[config.mk]
export PLATFORM = sky130hd
export DESIGN_NAME = drowsiness_score_state_classifier
export DESIGN_NICKNAME = d
export VERILOG_FILES = /design/src/rtl/dssc_pkg.sv /design/src/rtl/dssc_ram.sv /design/src/rtl/dssc_front.sv /design/src/rtl/dssc_queue.sv /design/src/rtl/dssc_back.sv /design/src/rtl/drowsiness_score_state_classifier.sv
export SDC_FILE = /design/constraint.sdc
export NUM_CORES = 2
export LEC_CHECK = 0
export ABC_AREA = 1
export BUFFER_PORTS_ARGS = -buffer_cell sky130_fd_sc_hd__buf_2
export CORE_ASPECT_RATIO = 1.25
export CORE_MARGIN = 8
export CORE_UTILIZATION = 60
export DETAILED_ROUTE_END_ITERATION = 8
export GPL_ROUTABILITY_DRIVEN = 1
export PLACE_DENSITY = 0.82
export SLEW_MARGIN = 20
export SYNTH_ARGS = -nofsm -noshare
export SYNTH_HDL_FRONTEND = slang
export SYNTH_HIERARCHICAL = 1
export SYNTH_SLANG_ARGS = --single-unit
[constraint.sdc]
create_clock -name i_clk -period 11.21 [get_ports i_clk]
set_clock_uncertainty 0.1 [all_clocks]
set_input_delay 2.242 -clock i_clk [delete_from_list [all_inputs] [get_ports i_clk]]
set_output_delay 2.242 -clock i_clk [all_outputs]
set_load 0.01 [all_outputs]
[src/rtl/dssc_pkg.sv]
// ----------------------------------------------------------------------------
// Drowsiness score classifier package
// Payload types, driver state codes, register indexes and score constants.
// ----------------------------------------------------------------------------
package dssc_pkg;

    localparam int unsigned ATT_W      = 7;
    localparam int unsigned BAND_W     = 24;
    localparam int unsigned TIME_W     = 32;
    localparam int unsigned SCORE_W    = 16;
    localparam int unsigned SCORE_FRAC = 15;
    localparam int unsigned CUR_W      = 34;

    localparam int unsigned CFG_IDX_W  = 3;
    localparam int unsigned CFG_DATA_W = 32;

    localparam logic [CFG_IDX_W-1:0] CFG_A2D     = 3'd0;
    localparam logic [CFG_IDX_W-1:0] CFG_D2A     = 3'd1;
    localparam logic [CFG_IDX_W-1:0] CFG_D2L     = 3'd2;
    localparam logic [CFG_IDX_W-1:0] CFG_L2D     = 3'd3;
    localparam logic [CFG_IDX_W-1:0] CFG_CONFIRM = 3'd4;
    localparam logic [CFG_IDX_W-1:0] CFG_TIMEOUT = 3'd5;
    localparam logic [CFG_IDX_W-1:0] CFG_GAP     = 3'd6;
    localparam logic [CFG_IDX_W-1:0] CFG_BEEP    = 3'd7;

    localparam logic [15:0] RST_A2D     = 16'd18022;
    localparam logic [15:0] RST_D2A     = 16'd8192;
    localparam logic [15:0] RST_D2L     = 16'd27853;
    localparam logic [15:0] RST_L2D     = 16'd18022;
    localparam logic [15:0] RST_CONFIRM = 16'd1000;
    localparam logic [31:0] RST_TIMEOUT = 32'd30000;
    localparam logic [15:0] RST_GAP     = 16'd100;
    localparam logic [15:0] RST_BEEP    = 16'd5000;

    localparam logic [1:0] ST_ALERT  = 2'd0;
    localparam logic [1:0] ST_DROWSY = 2'd1;
    localparam logic [1:0] ST_LOST   = 2'd2;

    localparam logic [1:0] BEEP_NONE   = 2'd0;
    localparam logic [1:0] BEEP_DROWSY = 2'd1;
    localparam logic [1:0] BEEP_LOST   = 2'd3;

    // Band and level weights over the common denominator of ten million.
    localparam logic [CUR_W-1:0] W_THETA  = CUR_W'(12);
    localparam logic [CUR_W-1:0] W_LALPHA = CUR_W'(50);
    localparam logic [CUR_W-1:0] W_HALPHA = CUR_W'(75);
    localparam logic [CUR_W-1:0] W_MED    = CUR_W'(25000);
    localparam logic [CUR_W-1:0] W_LBETA  = CUR_W'(100);
    localparam logic [CUR_W-1:0] W_ATT    = CUR_W'(20000);
    localparam logic [CUR_W-1:0] W_BLINK  = CUR_W'(3000000);

    localparam longint unsigned DEN_UNIT = 64'd10000000;
    localparam longint unsigned K_SUM_S  = 64'd2000000;
    localparam longint unsigned K_SUM_A  = 64'd655360000;

    localparam logic [SCORE_W-1:0] SCORE_ONE = 16'd32768;

    localparam int unsigned DIV_STEPS = SCORE_W / 2;
    localparam int unsigned STEP_W    = 3;
    localparam logic [STEP_W-1:0] STEP_LAST = STEP_W'(DIV_STEPS - 1);

    typedef struct packed {
        logic [ATT_W-1:0]  attention_level;
        logic [ATT_W-1:0]  meditation_level;
        logic [BAND_W-1:0] theta_power;
        logic [BAND_W-1:0] low_alpha_power;
        logic [BAND_W-1:0] high_alpha_power;
        logic [BAND_W-1:0] low_beta_power;
        logic              blink_seen;
        logic [TIME_W-1:0] time_ms;
    } t_in_item;

    typedef struct packed {
        logic               accepted;
        logic [SCORE_W-1:0] drowsy_score;
        logic [1:0]         driver_state;
        logic [1:0]         beep_count;
        logic               timed_out;
    } t_out_item;

    typedef struct packed {
        logic signed [CUR_W-1:0] cur;
        logic [ATT_W-1:0]        attention;
        logic [TIME_W-1:0]       time_ms;
    } t_job;

    typedef struct packed {
        logic [SCORE_W-1:0] score;
        logic [ATT_W-1:0]   attention;
    } t_ring_entry;

endpackage

[src/rtl/dssc_ram.sv]
// ----------------------------------------------------------------------------
// Generic single-port-write RAM
// One write port and one read port; the read data is registered.
// ----------------------------------------------------------------------------
module dssc_ram #(
    parameter int unsigned WIDTH = 8,
    parameter int unsigned DEPTH = 16
) (
    input  logic                     i_clk,
    input  logic                     i_we,
    input  logic [$clog2(DEPTH)-1:0] i_waddr,
    input  logic [WIDTH-1:0]         i_wdata,
    input  logic [$clog2(DEPTH)-1:0] i_raddr,
    output logic [WIDTH-1:0]         o_rdata
);

    logic [WIDTH-1:0] r_mem [DEPTH];
    logic [WIDTH-1:0] r_rdata;

    always_ff @(posedge i_clk) begin
        if (i_we) begin
            r_mem[i_waddr] <= i_wdata;
        end
        r_rdata <= r_mem[i_raddr];
    end

    assign o_rdata = r_rdata;

endmodule

[src/rtl/dssc_front.sv]
// ----------------------------------------------------------------------------
// Drowsiness score front end
// Takes in headset samples and forms the weighted band sum for the queue.
// ----------------------------------------------------------------------------
module dssc_front (
    input  logic               i_clk,
    input  logic               i_rst_n,
    input  logic               i_valid,
    output logic               o_stall,
    input  dssc_pkg::t_in_item i_item,
    input  logic               i_q_full,
    output logic               o_push,
    output dssc_pkg::t_job     o_job
);

    import dssc_pkg::*;

    logic             r_valid;
    t_in_item         r_item;
    logic             w_take;
    logic [CUR_W-1:0] w_pos;
    logic [CUR_W-1:0] w_neg;

    assign o_stall = r_valid & i_q_full;
    assign o_push  = r_valid & ~i_q_full;
    assign w_take  = i_valid & ~o_stall;

    always_ff @(posedge i_clk) begin
        if (!i_rst_n) begin
            r_valid <= 1'b0;
        end else if (w_take) begin
            r_valid <= 1'b1;
        end else if (o_push) begin
            r_valid <= 1'b0;
        end
    end

    always_ff @(posedge i_clk) begin
        if (w_take) begin
            r_item <= i_item;
        end
    end

    always_comb begin
        w_pos = CUR_W'(r_item.theta_power) * W_THETA
              + CUR_W'(r_item.low_alpha_power) * W_LALPHA
              + CUR_W'(r_item.high_alpha_power) * W_HALPHA
              + CUR_W'(r_item.meditation_level) * W_MED;
        w_neg = CUR_W'(r_item.low_beta_power) * W_LBETA
              + CUR_W'(r_item.attention_level) * W_ATT
              + (r_item.blink_seen ? W_BLINK : '0);
        o_job.cur       = w_pos - w_neg;
        o_job.attention = r_item.attention_level;
        o_job.time_ms   = r_item.time_ms;
    end

endmodule

[src/rtl/dssc_queue.sv]
// ----------------------------------------------------------------------------
// Drowsiness score job queue
// Four-entry FIFO between the front end and the scoring back end.
// ----------------------------------------------------------------------------
module dssc_queue (
    input  logic           i_clk,
    input  logic           i_rst_n,
    input  logic           i_push,
    input  dssc_pkg::t_job i_job,
    output logic           o_full,
    output logic           o_valid,
    input  logic           i_pop,
    output dssc_pkg::t_job o_job
);

    import dssc_pkg::*;

    localparam int unsigned Q_DEPTH = 4;
    localparam int unsigned QP_W    = 2;
    localparam int unsigned QC_W    = 3;

    t_job            r_mem [Q_DEPTH];
    logic [QP_W-1:0] r_wp;
    logic [QP_W-1:0] r_rp;
    logic [QC_W-1:0] r_count;

    assign o_full  = (r_count == QC_W'(Q_DEPTH));
    assign o_valid = (r_count != '0);
    assign o_job   = r_mem[r_rp];

    always_ff @(posedge i_clk) begin
        if (!i_rst_n) begin
            r_wp    <= '0;
            r_rp    <= '0;
            r_count <= '0;
        end else begin
            if (i_push) begin
                r_wp <= r_wp + QP_W'(1);
            end
            if (i_pop) begin
                r_rp <= r_rp + QP_W'(1);
            end
            case ({i_push, i_pop})
                2'b10:   r_count <= r_count + QC_W'(1);
                2'b01:   r_count <= r_count - QC_W'(1);
                default: r_count <= r_count;
            endcase
        end
    end

    always_ff @(posedge i_clk) begin
        if (i_push) begin
            r_mem[r_wp] <= i_job;
        end
    end

endmodule

[src/rtl/dssc_back.sv]
// ----------------------------------------------------------------------------
// Drowsiness score back end
// Gap check, history terms, score division, driver state machine and beeps.
// ----------------------------------------------------------------------------
module dssc_back #(
    parameter int unsigned HISTORY_DEPTH = 10
) (
    input  logic                            i_clk,
    input  logic                            i_rst_n,
    input  logic                            i_cfg_we,
    input  logic [dssc_pkg::CFG_IDX_W-1:0]  i_cfg_index,
    input  logic [dssc_pkg::CFG_DATA_W-1:0] i_cfg_data,
    input  logic                            i_q_valid,
    input  dssc_pkg::t_job                  i_job,
    output logic                            o_pop,
    output logic                            o_valid,
    input  logic                            i_stall,
    output dssc_pkg::t_out_item             o_result
);

    import dssc_pkg::*;

    localparam int unsigned POS_W  = $clog2(HISTORY_DEPTH);
    localparam int unsigned FILL_W = $clog2(HISTORY_DEPTH + 1);
    localparam int unsigned SUMS_W = SCORE_W + FILL_W;
    localparam int unsigned SUMA_W = ATT_W + FILL_W;
    localparam longint unsigned DEN = 64'(HISTORY_DEPTH) * DEN_UNIT;
    localparam int unsigned DEN_W  = $clog2(DEN + 1);
    localparam int unsigned RP_W   = DEN_W + 2;
    localparam int unsigned XW     = DEN_W + SCORE_W;
    localparam int unsigned CURD_W = CUR_W + FILL_W + 1;
    localparam int unsigned NUM_W  = CURD_W + SCORE_FRAC + 1;
    localparam int unsigned RING_W = $bits(t_ring_entry);

    localparam logic [NUM_W-1:0] LIM_V  = NUM_W'(64'(SCORE_ONE) * DEN);
    localparam logic [XW-1:0]    HALF_D = XW'(DEN / 2);
    localparam logic [RP_W-1:0]  DEN1   = RP_W'(DEN);
    localparam logic [RP_W-1:0]  DEN2   = RP_W'(2 * DEN);
    localparam logic [RP_W-1:0]  DEN3   = RP_W'(3 * DEN);

    localparam logic [2:0] S_IDLE = 3'd0;
    localparam logic [2:0] S_PREP = 3'd1;
    localparam logic [2:0] S_NUM  = 3'd2;
    localparam logic [2:0] S_DIV  = 3'd3;
    localparam logic [2:0] S_UPD  = 3'd4;
    localparam logic [2:0] S_OUT  = 3'd5;

    logic [2:0] r_st;
    logic [2:0] n_st;

    logic [15:0] r_a2d;
    logic [15:0] r_d2a;
    logic [15:0] r_d2l;
    logic [15:0] r_l2d;
    logic [15:0] r_confirm;
    logic [31:0] r_timeout;
    logic [15:0] r_gap;
    logic [15:0] r_beep;

    logic [1:0]        r_cur_st;
    logic [1:0]        r_pend_st;
    logic [TIME_W-1:0] r_confirm_t;
    logic [TIME_W-1:0] r_entry_t;
    logic [TIME_W-1:0] r_beep_t;
    logic [TIME_W-1:0] r_accept_t;
    logic [POS_W-1:0]  r_pos;
    logic [FILL_W-1:0] r_fill;
    logic [SUMS_W-1:0] r_sum_s;
    logic [SUMA_W-1:0] r_sum_a;

    t_job                     r_job;
    logic signed [CURD_W-1:0] r_curd;
    logic signed [NUM_W-1:0]  r_hist;
    logic [DEN_W-1:0]         r_rem;
    logic [SCORE_W-1:0]       r_xlo;
    logic [SCORE_W-1:0]       r_q;
    logic [STEP_W-1:0]        r_step;
    t_out_item                r_res;
    logic                     r_o_valid;
    t_out_item                r_o_result;

    logic [TIME_W-1:0]       w_gap_diff;
    logic                    w_reject;
    logic signed [NUM_W-1:0] w_num;
    logic [XW-1:0]           w_x;
    logic [RP_W-1:0]         w_rp;
    logic [RP_W-1:0]         w_sub;
    logic [1:0]              w_j;
    logic [RING_W-1:0]       w_rdata;
    t_ring_entry             w_old;
    logic [1:0]              w_next;
    logic                    w_take;
    logic [1:0]              w_cur_a;
    logic [TIME_W-1:0]       w_beep_diff;
    logic [TIME_W-1:0]       w_to_diff;
    logic [1:0]              w_beeps;
    logic                    w_timed;
    logic                    w_load;

    logic [1:0]        n_pend_st;
    logic [TIME_W-1:0] n_confirm_t;
    logic [TIME_W-1:0] n_entry_t;
    logic [1:0]        n_cur_st;
    logic [TIME_W-1:0] n_beep_t;
    logic [SUMS_W-1:0] n_sum_s;
    logic [SUMA_W-1:0] n_sum_a;
    logic [POS_W-1:0]  n_pos;
    logic [FILL_W-1:0] n_fill;

    dssc_ram #(
        .WIDTH (RING_W),
        .DEPTH (HISTORY_DEPTH)
    ) u_ring (
        .i_clk   (i_clk),
        .i_we    (r_st == S_UPD),
        .i_waddr (r_pos),
        .i_wdata ({r_q, r_job.attention}),
        .i_raddr (r_pos),
        .o_rdata (w_rdata)
    );

    assign o_pop    = (r_st == S_IDLE) && i_q_valid;
    assign w_load   = (r_st == S_OUT) && (!r_o_valid || !i_stall);
    assign o_valid  = r_o_valid;
    assign o_result = r_o_result;

    assign w_gap_diff = r_job.time_ms - r_accept_t;
    assign w_reject   = w_gap_diff < {16'b0, r_gap};
    assign w_num      = (NUM_W'(r_curd) <<< SCORE_FRAC) + r_hist;
    assign w_x        = XW'($unsigned(w_num)) + HALF_D;

    always_comb begin
        w_rp = {r_rem, r_xlo[SCORE_W-1 -: 2]};
        if (w_rp >= DEN3) begin
            w_j   = 2'd3;
            w_sub = DEN3;
        end else if (w_rp >= DEN2) begin
            w_j   = 2'd2;
            w_sub = DEN2;
        end else if (w_rp >= DEN1) begin
            w_j   = 2'd1;
            w_sub = DEN1;
        end else begin
            w_j   = 2'd0;
            w_sub = '0;
        end
    end

    always_comb begin
        w_old = (FILL_W'(r_pos) < r_fill) ? t_ring_entry'(w_rdata) : '0;
        n_sum_s = r_sum_s - SUMS_W'(w_old.score) + SUMS_W'(r_q);
        n_sum_a = r_sum_a - SUMA_W'(w_old.attention) + SUMA_W'(r_job.attention);
        n_pos  = (r_pos == POS_W'(HISTORY_DEPTH - 1)) ? '0 : r_pos + POS_W'(1);
        n_fill = (r_fill == FILL_W'(HISTORY_DEPTH)) ? r_fill : r_fill + FILL_W'(1);

        unique case (r_cur_st)
            ST_ALERT: begin
                w_next = (r_q > r_a2d) ? ST_DROWSY : ST_ALERT;
            end
            ST_DROWSY: begin
                if (r_q > r_d2l) begin
                    w_next = ST_LOST;
                end else if (r_q < r_d2a) begin
                    w_next = ST_ALERT;
                end else begin
                    w_next = ST_DROWSY;
                end
            end
            ST_LOST: begin
                w_next = (r_q < r_l2d) ? ST_DROWSY : ST_LOST;
            end
            default: begin
                w_next = r_cur_st;
            end
        endcase

        w_take      = 1'b0;
        n_pend_st   = r_pend_st;
        n_confirm_t = r_confirm_t;
        n_entry_t   = r_entry_t;
        if (w_next != r_cur_st) begin
            if (w_next != r_pend_st) begin
                n_pend_st   = w_next;
                n_confirm_t = r_job.time_ms;
            end else if ((r_job.time_ms - r_confirm_t) > {16'b0, r_confirm}) begin
                w_take    = 1'b1;
                n_entry_t = r_job.time_ms;
            end
        end else begin
            n_pend_st = w_next;
        end
        w_cur_a = w_take ? w_next : r_cur_st;

        w_beep_diff = r_job.time_ms - r_beep_t;
        w_beeps     = BEEP_NONE;
        n_beep_t    = r_beep_t;
        if (w_cur_a == ST_DROWSY && w_beep_diff > {15'b0, r_beep, 1'b0}) begin
            w_beeps  = BEEP_DROWSY;
            n_beep_t = r_job.time_ms;
        end else if (w_cur_a == ST_LOST && w_beep_diff > {17'b0, r_beep[15:1]}) begin
            w_beeps  = BEEP_LOST;
            n_beep_t = r_job.time_ms;
        end

        w_to_diff = w_take ? '0 : (r_job.time_ms - r_entry_t);
        w_timed   = (w_cur_a == ST_DROWSY || w_cur_a == ST_LOST) && (w_to_diff > r_timeout);
        n_cur_st  = w_timed ? ST_ALERT : w_cur_a;
    end

    always_comb begin
        n_st = r_st;
        unique case (r_st)
            S_IDLE: begin
                if (i_q_valid) begin
                    n_st = S_PREP;
                end
            end
            S_PREP: begin
                n_st = w_reject ? S_OUT : S_NUM;
            end
            S_NUM: begin
                if (w_num[NUM_W-1] || w_num == '0 || $unsigned(w_num) >= LIM_V) begin
                    n_st = S_UPD;
                end else begin
                    n_st = S_DIV;
                end
            end
            S_DIV: begin
                if (r_step == STEP_LAST) begin
                    n_st = S_UPD;
                end
            end
            S_UPD: begin
                n_st = S_OUT;
            end
            S_OUT: begin
                if (w_load) begin
                    n_st = S_IDLE;
                end
            end
            default: begin
                n_st = S_IDLE;
            end
        endcase
    end

    always_ff @(posedge i_clk) begin
        if (!i_rst_n) begin
            r_a2d     <= RST_A2D;
            r_d2a     <= RST_D2A;
            r_d2l     <= RST_D2L;
            r_l2d     <= RST_L2D;
            r_confirm <= RST_CONFIRM;
            r_timeout <= RST_TIMEOUT;
            r_gap     <= RST_GAP;
            r_beep    <= RST_BEEP;
        end else if (i_cfg_we) begin
            unique case (i_cfg_index)
                CFG_A2D:     r_a2d     <= i_cfg_data[15:0];
                CFG_D2A:     r_d2a     <= i_cfg_data[15:0];
                CFG_D2L:     r_d2l     <= i_cfg_data[15:0];
                CFG_L2D:     r_l2d     <= i_cfg_data[15:0];
                CFG_CONFIRM: r_confirm <= i_cfg_data[15:0];
                CFG_TIMEOUT: r_timeout <= i_cfg_data;
                CFG_GAP:     r_gap     <= i_cfg_data[15:0];
                CFG_BEEP:    r_beep    <= i_cfg_data[15:0];
                default: begin
                end
            endcase
        end
    end

    always_ff @(posedge i_clk) begin
        if (!i_rst_n) begin
            r_st        <= S_IDLE;
            r_o_valid   <= 1'b0;
            r_cur_st    <= ST_ALERT;
            r_pend_st   <= ST_ALERT;
            r_confirm_t <= '0;
            r_entry_t   <= '0;
            r_beep_t    <= '0;
            r_accept_t  <= '0;
            r_pos       <= '0;
            r_fill      <= '0;
            r_sum_s     <= '0;
            r_sum_a     <= '0;
        end else begin
            r_st <= n_st;
            if (w_load) begin
                r_o_valid <= 1'b1;
            end else if (!i_stall) begin
                r_o_valid <= 1'b0;
            end
            if (r_st == S_UPD) begin
                r_cur_st    <= n_cur_st;
                r_pend_st   <= n_pend_st;
                r_confirm_t <= n_confirm_t;
                r_entry_t   <= n_entry_t;
                r_beep_t    <= n_beep_t;
                r_accept_t  <= r_job.time_ms;
                r_pos       <= n_pos;
                r_fill      <= n_fill;
                r_sum_s     <= n_sum_s;
                r_sum_a     <= n_sum_a;
            end
        end
    end

    always_ff @(posedge i_clk) begin
        if (o_pop) begin
            r_job <= i_job;
        end
        if (r_st == S_PREP) begin
            r_curd <= $signed(r_job.cur) * $signed({1'b0, FILL_W'(HISTORY_DEPTH)});
            r_hist <= $signed(NUM_W'(r_sum_s) * NUM_W'(K_SUM_S)
                            - NUM_W'(r_sum_a) * NUM_W'(K_SUM_A));
            r_res.accepted     <= 1'b0;
            r_res.drowsy_score <= '0;
            r_res.driver_state <= r_cur_st;
            r_res.beep_count   <= BEEP_NONE;
            r_res.timed_out    <= 1'b0;
        end
        if (r_st == S_NUM) begin
            if (w_num[NUM_W-1] || w_num == '0) begin
                r_q <= '0;
            end else if ($unsigned(w_num) >= LIM_V) begin
                r_q <= SCORE_ONE;
            end else begin
                r_q <= '0;
            end
            r_rem  <= w_x[XW-1:SCORE_W];
            r_xlo  <= w_x[SCORE_W-1:0];
            r_step <= '0;
        end
        if (r_st == S_DIV) begin
            r_rem  <= DEN_W'(w_rp - w_sub);
            r_xlo  <= {r_xlo[SCORE_W-3:0], 2'b00};
            r_q    <= {r_q[SCORE_W-3:0], w_j};
            r_step <= r_step + STEP_W'(1);
        end
        if (r_st == S_UPD) begin
            r_res.accepted     <= 1'b1;
            r_res.drowsy_score <= r_q;
            r_res.driver_state <= n_cur_st;
            r_res.beep_count   <= w_beeps;
            r_res.timed_out    <= w_timed;
        end
        if (w_load) begin
            r_o_result <= r_res;
        end
    end

endmodule

[src/rtl/drowsiness_score_state_classifier.sv]
// ----------------------------------------------------------------------------
// Drowsiness score and driver state classifier
// Scores headset samples, tracks alert, drowsy and attention lost states.
// ----------------------------------------------------------------------------
//  Channel   Direction  Handshake              Payload
//  sample    in         i_valid / o_stall      i_item   (t_in_item)
//  result    out        o_valid / i_stall      o_result (t_out_item)
//  config    in         i_cfg_we               i_cfg_index, i_cfg_data
//
// A sample is registered in the front end and then waits in the queue. The
// back end runs a scored sample through prepare, numerator, the radix-4 score
// divider with its eight steps, update and output; a score that clamps at zero
// or one skips the divider; a sample inside the update gap goes to output.
// Reset is synchronous and active low. A stalled result waits in the output
// register while up to four samples wait in the queue and one in the front.
// ----------------------------------------------------------------------------
module drowsiness_score_state_classifier #(
    parameter int unsigned HISTORY_DEPTH = 10
) (
    input  logic                            i_clk,
    input  logic                            i_rst_n,
    input  logic                            i_valid,
    output logic                            o_stall,
    input  dssc_pkg::t_in_item              i_item,
    output logic                            o_valid,
    input  logic                            i_stall,
    output dssc_pkg::t_out_item             o_result,
    input  logic                            i_cfg_we,
    input  logic [dssc_pkg::CFG_IDX_W-1:0]  i_cfg_index,
    input  logic [dssc_pkg::CFG_DATA_W-1:0] i_cfg_data
);

    import dssc_pkg::*;

    logic w_push;
    logic w_full;
    logic w_q_valid;
    logic w_pop;
    t_job w_push_job;
    t_job w_pop_job;

    dssc_front u_front (
        .i_clk    (i_clk),
        .i_rst_n  (i_rst_n),
        .i_valid  (i_valid),
        .o_stall  (o_stall),
        .i_item   (i_item),
        .i_q_full (w_full),
        .o_push   (w_push),
        .o_job    (w_push_job)
    );

    dssc_queue u_queue (
        .i_clk   (i_clk),
        .i_rst_n (i_rst_n),
        .i_push  (w_push),
        .i_job   (w_push_job),
        .o_full  (w_full),
        .o_valid (w_q_valid),
        .i_pop   (w_pop),
        .o_job   (w_pop_job)
    );

    dssc_back #(
        .HISTORY_DEPTH (HISTORY_DEPTH)
    ) u_back (
        .i_clk       (i_clk),
        .i_rst_n     (i_rst_n),
        .i_cfg_we    (i_cfg_we),
        .i_cfg_index (i_cfg_index),
        .i_cfg_data  (i_cfg_data),
        .i_q_valid   (w_q_valid),
        .i_job       (w_pop_job),
        .o_pop       (w_pop),
        .o_valid     (o_valid),
        .i_stall     (i_stall),
        .o_result    (o_result)
    );

endmodule
==> implementation parameters <==
Parameter                              Value

Status
  Status    completed

STA
  Count of endpoints failing setup in the final report    0
  Final hold viol count    0
  Post-route setup TNS    0 ps
  Final period utilization    about 73%
  Unrepaired setup endpoints after global routing    false
  Worst slew margin relative to its limit    between 10% and 20%
  Max frequency    approximately 120 MHz
  Transition at the pin with the smallest max-transition slack    ~1200 ps
  Max-slew violation total from the final report    0
  Final critical delay including setup and external delays    between 8000 and 9000 ps
  Worst hold margin    about 320 ps

Logic synthesis
  Proportion of synthesized chip area in sequential cells    about 39%
  Area share of fa/ha/maj cells after synthesis    between 20 and 25%
  Unique cell type count in the Yosys netlist    64
  Share of synthesized area spent on multiplexers    0%
  Post-synth top area cell    sky130_fd_sc_hd__edfxtp_1
  Avg Inst Size Synth    between 8 and 9 sq um
  Number of flops mapped to enable cells by yosys    909
  Parity-gate share of the synthesized area counting xor and xnor cells    3.21%
  Most frequently used flop master after synthesis    sky130_fd_sc_hd__edfxtp_1
  Cell count after synthesis    10200
  Combinational family with the most area after synthesis    adder cells
  Post-synthesis instance area    slightly below 90000 sq um
  Ys async rst share    0%
  Synth warn    6
  Share of the synthesized area in compound gates (AO/OA/AOI/OAI)    roughly 11%
  Number of nets in the synthesized netlist    about 12000
  Number of flip-flops and latches in the synthesized netlist    between 1000 and 1500
  Simple-gate area share of the yosys netlist    16.1%
  Post-synth top area share    between 30 and 40%
  Top post-synthesis cells by area    sky130_fd_sc_hd__edfxtp_1 31%, sky130_fd_sc_hd__ha_1 14%, sky130_fd_sc_hd__dfxtp_1 7.9%, sky130_fd_sc_hd__fa_1 7.9%, sky130_fd_sc_hd__nand2_1 7.7%

Die
  Placeable core area    ~150000 sq um
  Row cnt    ~160
  Number of ports placed on the die boundary    207
  Starting density of the core    roughly 60%
  Height of the die    about 450 um
  X dimension of the die    about 360 um
  Die Area    between 150000 and 200000 sq um

CTS
  TritonCTS clock tree    done
  Clk_lat worst skew    ~800 ps
  Clock Pin Slew Worst Setup and Hold Paths    roughly 60 ps
  Total clock buffers created by CTS    about 130
  CTS-repair resized insts    0
  Quantity of hold-fixing buffers added after cts    0
  Maximum number of buffers from clock root to sink    3
  Clock sink count    1262
  Root Buffer Master    sky130_fd_sc_hd__clkbuf_16
  Post-CTS Setup Repair Bufs    0
  H-tree depth    4

GRT
  Maximum number of pins on one net before global-route repair    around 210
  Total routing usage reported by global routing    approximately 29%
  Via count of the first global-routing pass    around 70000
  Overflow left after global routing    0
  First-pass GRT wire length    376 mm
  Antenna violations before repair    5

Critical path
  Cell with the largest stage delay on the worst path    sky130_fd_sc_hd__edfxtp_1
  Largest stage delay on the critical path    roughly 560 ps
  Category of cells accounting for the largest share of critical-path delay    adder cells
  Critical path data required time    11690 ps
  Crit path launch type    flop
  Biggest fanout along the worst timing path    9
  Buf+Inv Stages, Crit Path    6
  Endpoint class of the critical path    flop
  Cell mode on critical path    sky130_fd_sc_hd__fa_1
  Critical path data arrival time    roughly 8600 ps
  Crit path kind    reg -> reg

Route
  Detailed router's first-iteration violation count    ~5500
  Total DRC errors in the routed layout    0
  Via density per instance    between 5 and 6
  Average routed wire per standard cell    ~19 um
  Pre-antenna DRT Iters    8
  Total routed wirelength    around 240 mm
  Routed vias    between 70000 and 80000
  Remaining number of nets flagged by the antenna check after routing    0

Place
  Number of port buffers    just over 200
  Detail Placement HPWL    roughly 180 mm
  Weighted congestion reported at the end of routability-driven placement    0.987

Layout
  Fin nets    ~12000
  Antenna cells    0
  Final standard cell utilization of the core    around two thirds
  Fraction of final layout cells with drive strength greater than 1    under 10%
  P&R area growth vs syn    7.97%

Min path
  Worst Hold Class    reg -> reg

Run
  Max capacitance violation total    0
-- logic make-up (layout without fill, tap and decap cells) --
kind of cell | Yosys count | after routing
AOI/OAI and AO/OA | 1775 | 1775
xor gates and xnor gates | 326 | 326
adders and majority gates | 1368 | 1368
buffers and inverters | 2029 | 2291
DFF | 1262 | 1262
and+or+nand+nor | 3464 | 3464
-- final timing paths --
path              cells past startpoint                             end  slack, ps                            from
setup / recovery                     29  u_queue/r_mem[0][63]$_DFFE_PP_       3070     u_front/o_job[36]$_DFFE_PP_
hold / removal                        0   u_back/o_result[12]$_DFFE_PP_        320  u_back/r_res[12]$_SDFFCE_PN0P_
setup reg to reg                     29  u_queue/r_mem[0][63]$_DFFE_PP_       3070     u_front/o_job[36]$_DFFE_PP_
hold reg to reg                       0   u_back/o_result[12]$_DFFE_PP_        320  u_back/r_res[12]$_SDFFCE_PN0P_
-- routing by layer --
layer | vias to the layer above | global-route usage [%] | share of wire, %
met5 | - | 0 | 0.012
met4 | 4 | 13.4 | 4.8
met3 | 568 | 3.81 | 5.5
met2 | 2345 | 51.8 | 49
met1 | 33700 | 35.7 | 40
li1 | 34100 | - | -
-- synthesized netlist by cell type, types with 7 or more instances --
library cell	count
sky130_fd_sc_hd__fa_1	351
sky130_fd_sc_hd__clkbuf_1	106
sky130_fd_sc_hd__buf_6	27
sky130_fd_sc_hd__nor3_1	87
sky130_fd_sc_hd__o22ai_1	77
sky130_fd_sc_hd__o21ai_0	549
sky130_fd_sc_hd__o21a_1	21
sky130_fd_sc_hd__o21ai_1	90
sky130_fd_sc_hd__nand3_1	451
sky130_fd_sc_hd__buf_2	32
sky130_fd_sc_hd__nor2_1	885
sky130_fd_sc_hd__nand4_1	102
sky130_fd_sc_hd__o21bai_1	41
sky130_fd_sc_hd__edfxtp_1	909
sky130_fd_sc_hd__a21oi_1	774
sky130_fd_sc_hd__a21o_1	27
sky130_fd_sc_hd__inv_2	9
sky130_fd_sc_hd__nand2_2	32
sky130_fd_sc_hd__a211oi_1	28
sky130_fd_sc_hd__nor4_1	16
sky130_fd_sc_hd__xor2_1	218
sky130_fd_sc_hd__o31ai_1	12
sky130_fd_sc_hd__o211ai_1	50
sky130_fd_sc_hd__nand2_1	1825
sky130_fd_sc_hd__xnor2_1	107
sky130_fd_sc_hd__inv_1	1777
sky130_fd_sc_hd__ha_1	1017
sky130_fd_sc_hd__a31oi_1	38
sky130_fd_sc_hd__a21boi_0	10
sky130_fd_sc_hd__a21boi_1	10
sky130_fd_sc_hd__dfxtp_1	353
sky130_fd_sc_hd__o221ai_1	7
sky130_fd_sc_hd__a21oi_2	15
sky130_fd_sc_hd__nand3b_1	20
sky130_fd_sc_hd__buf_4	51
sky130_fd_sc_hd__buf_1	14
sky130_fd_sc_hd__nor2_2	11
-- layout make-up --
type	count	area, sq um
clock buffer	169	3570
sequential	1262	34400
multi-input combinational	6933	46800
timing repair buffer	263	1480
inverter	1792	6730
tap	1920	2400
clock inverter	67	881
fill	12000	51700
-- flip-flops by register name, indices dropped and copies added, names as in the netlist, 20 cells and up, named ones only --
signal	flops
u_back/r_rem	27
u_back/r_timeout	32
u_back/r_curd	38
u_back/r_res	22
u_back/o_result	22
u_front/r_item	104
u_back/u_ring/o_rdata	23
u_back/r_entry_t	32
u_back/u_ring/r_mem	230
u_back/r_beep_t	32
u_back/r_sum_s	20
u_queue/r_mem	292
u_back/r_hist	35
u_back/r_confirm_t	32
u_back/r_job	73
u_back/r_accept_t	32
u_front/o_job	39
-- through the flow --
step	cell area [sq um]	worst slack (ps)	cells
finish	96200	3070	12400
floorplan	89100	1690	10200
global placement	91700	3340	12200
global route	96200	2670	12400
detailed placement	91700	3170	12200
CTS	96200	3170	12400
-- placed cells by master, fill, tap and decap left out, types with 17 or more instances in the layout --
| cell type | count |
|---|---|
| sky130_fd_sc_hd__dfxtp_1 | 349 |
| sky130_fd_sc_hd__o21ai_1 | 90 |
| sky130_fd_sc_hd__o211ai_1 | 50 |
| sky130_fd_sc_hd__clkbuf_1 | 24 |
| sky130_fd_sc_hd__a211oi_1 | 28 |
| sky130_fd_sc_hd__o21bai_1 | 41 |
| sky130_fd_sc_hd__fa_1 | 351 |
| sky130_fd_sc_hd__clkinv_2 | 17 |
| sky130_fd_sc_hd__xor2_1 | 218 |
| sky130_fd_sc_hd__a21o_1 | 27 |
| sky130_fd_sc_hd__nand3b_1 | 20 |
| sky130_fd_sc_hd__clkbuf_16 | 133 |
| sky130_fd_sc_hd__o21a_1 | 21 |
| sky130_fd_sc_hd__nor2_1 | 872 |
| sky130_fd_sc_hd__nand2_1 | 1823 |
| sky130_fd_sc_hd__xnor2_1 | 107 |
| sky130_fd_sc_hd__ha_1 | 1017 |
| sky130_fd_sc_hd__o21ai_0 | 549 |
| sky130_fd_sc_hd__nand3_1 | 451 |
| sky130_fd_sc_hd__nand2_2 | 33 |
| sky130_fd_sc_hd__nand4_1 | 102 |
| sky130_fd_sc_hd__o22ai_1 | 77 |
| sky130_fd_sc_hd__buf_4 | 56 |
| sky130_fd_sc_hd__edfxtp_1 | 909 |
| sky130_fd_sc_hd__buf_2 | 205 |
| sky130_fd_sc_hd__inv_1 | 1772 |
| sky130_fd_sc_hd__a31oi_1 | 38 |
| sky130_fd_sc_hd__nor3_1 | 86 |
| sky130_fd_sc_hd__a21oi_1 | 773 |
Power is left out: the tool's default activity adds up to more than one toggle a clock period on the data nets, which glitch-free logic cannot reach.
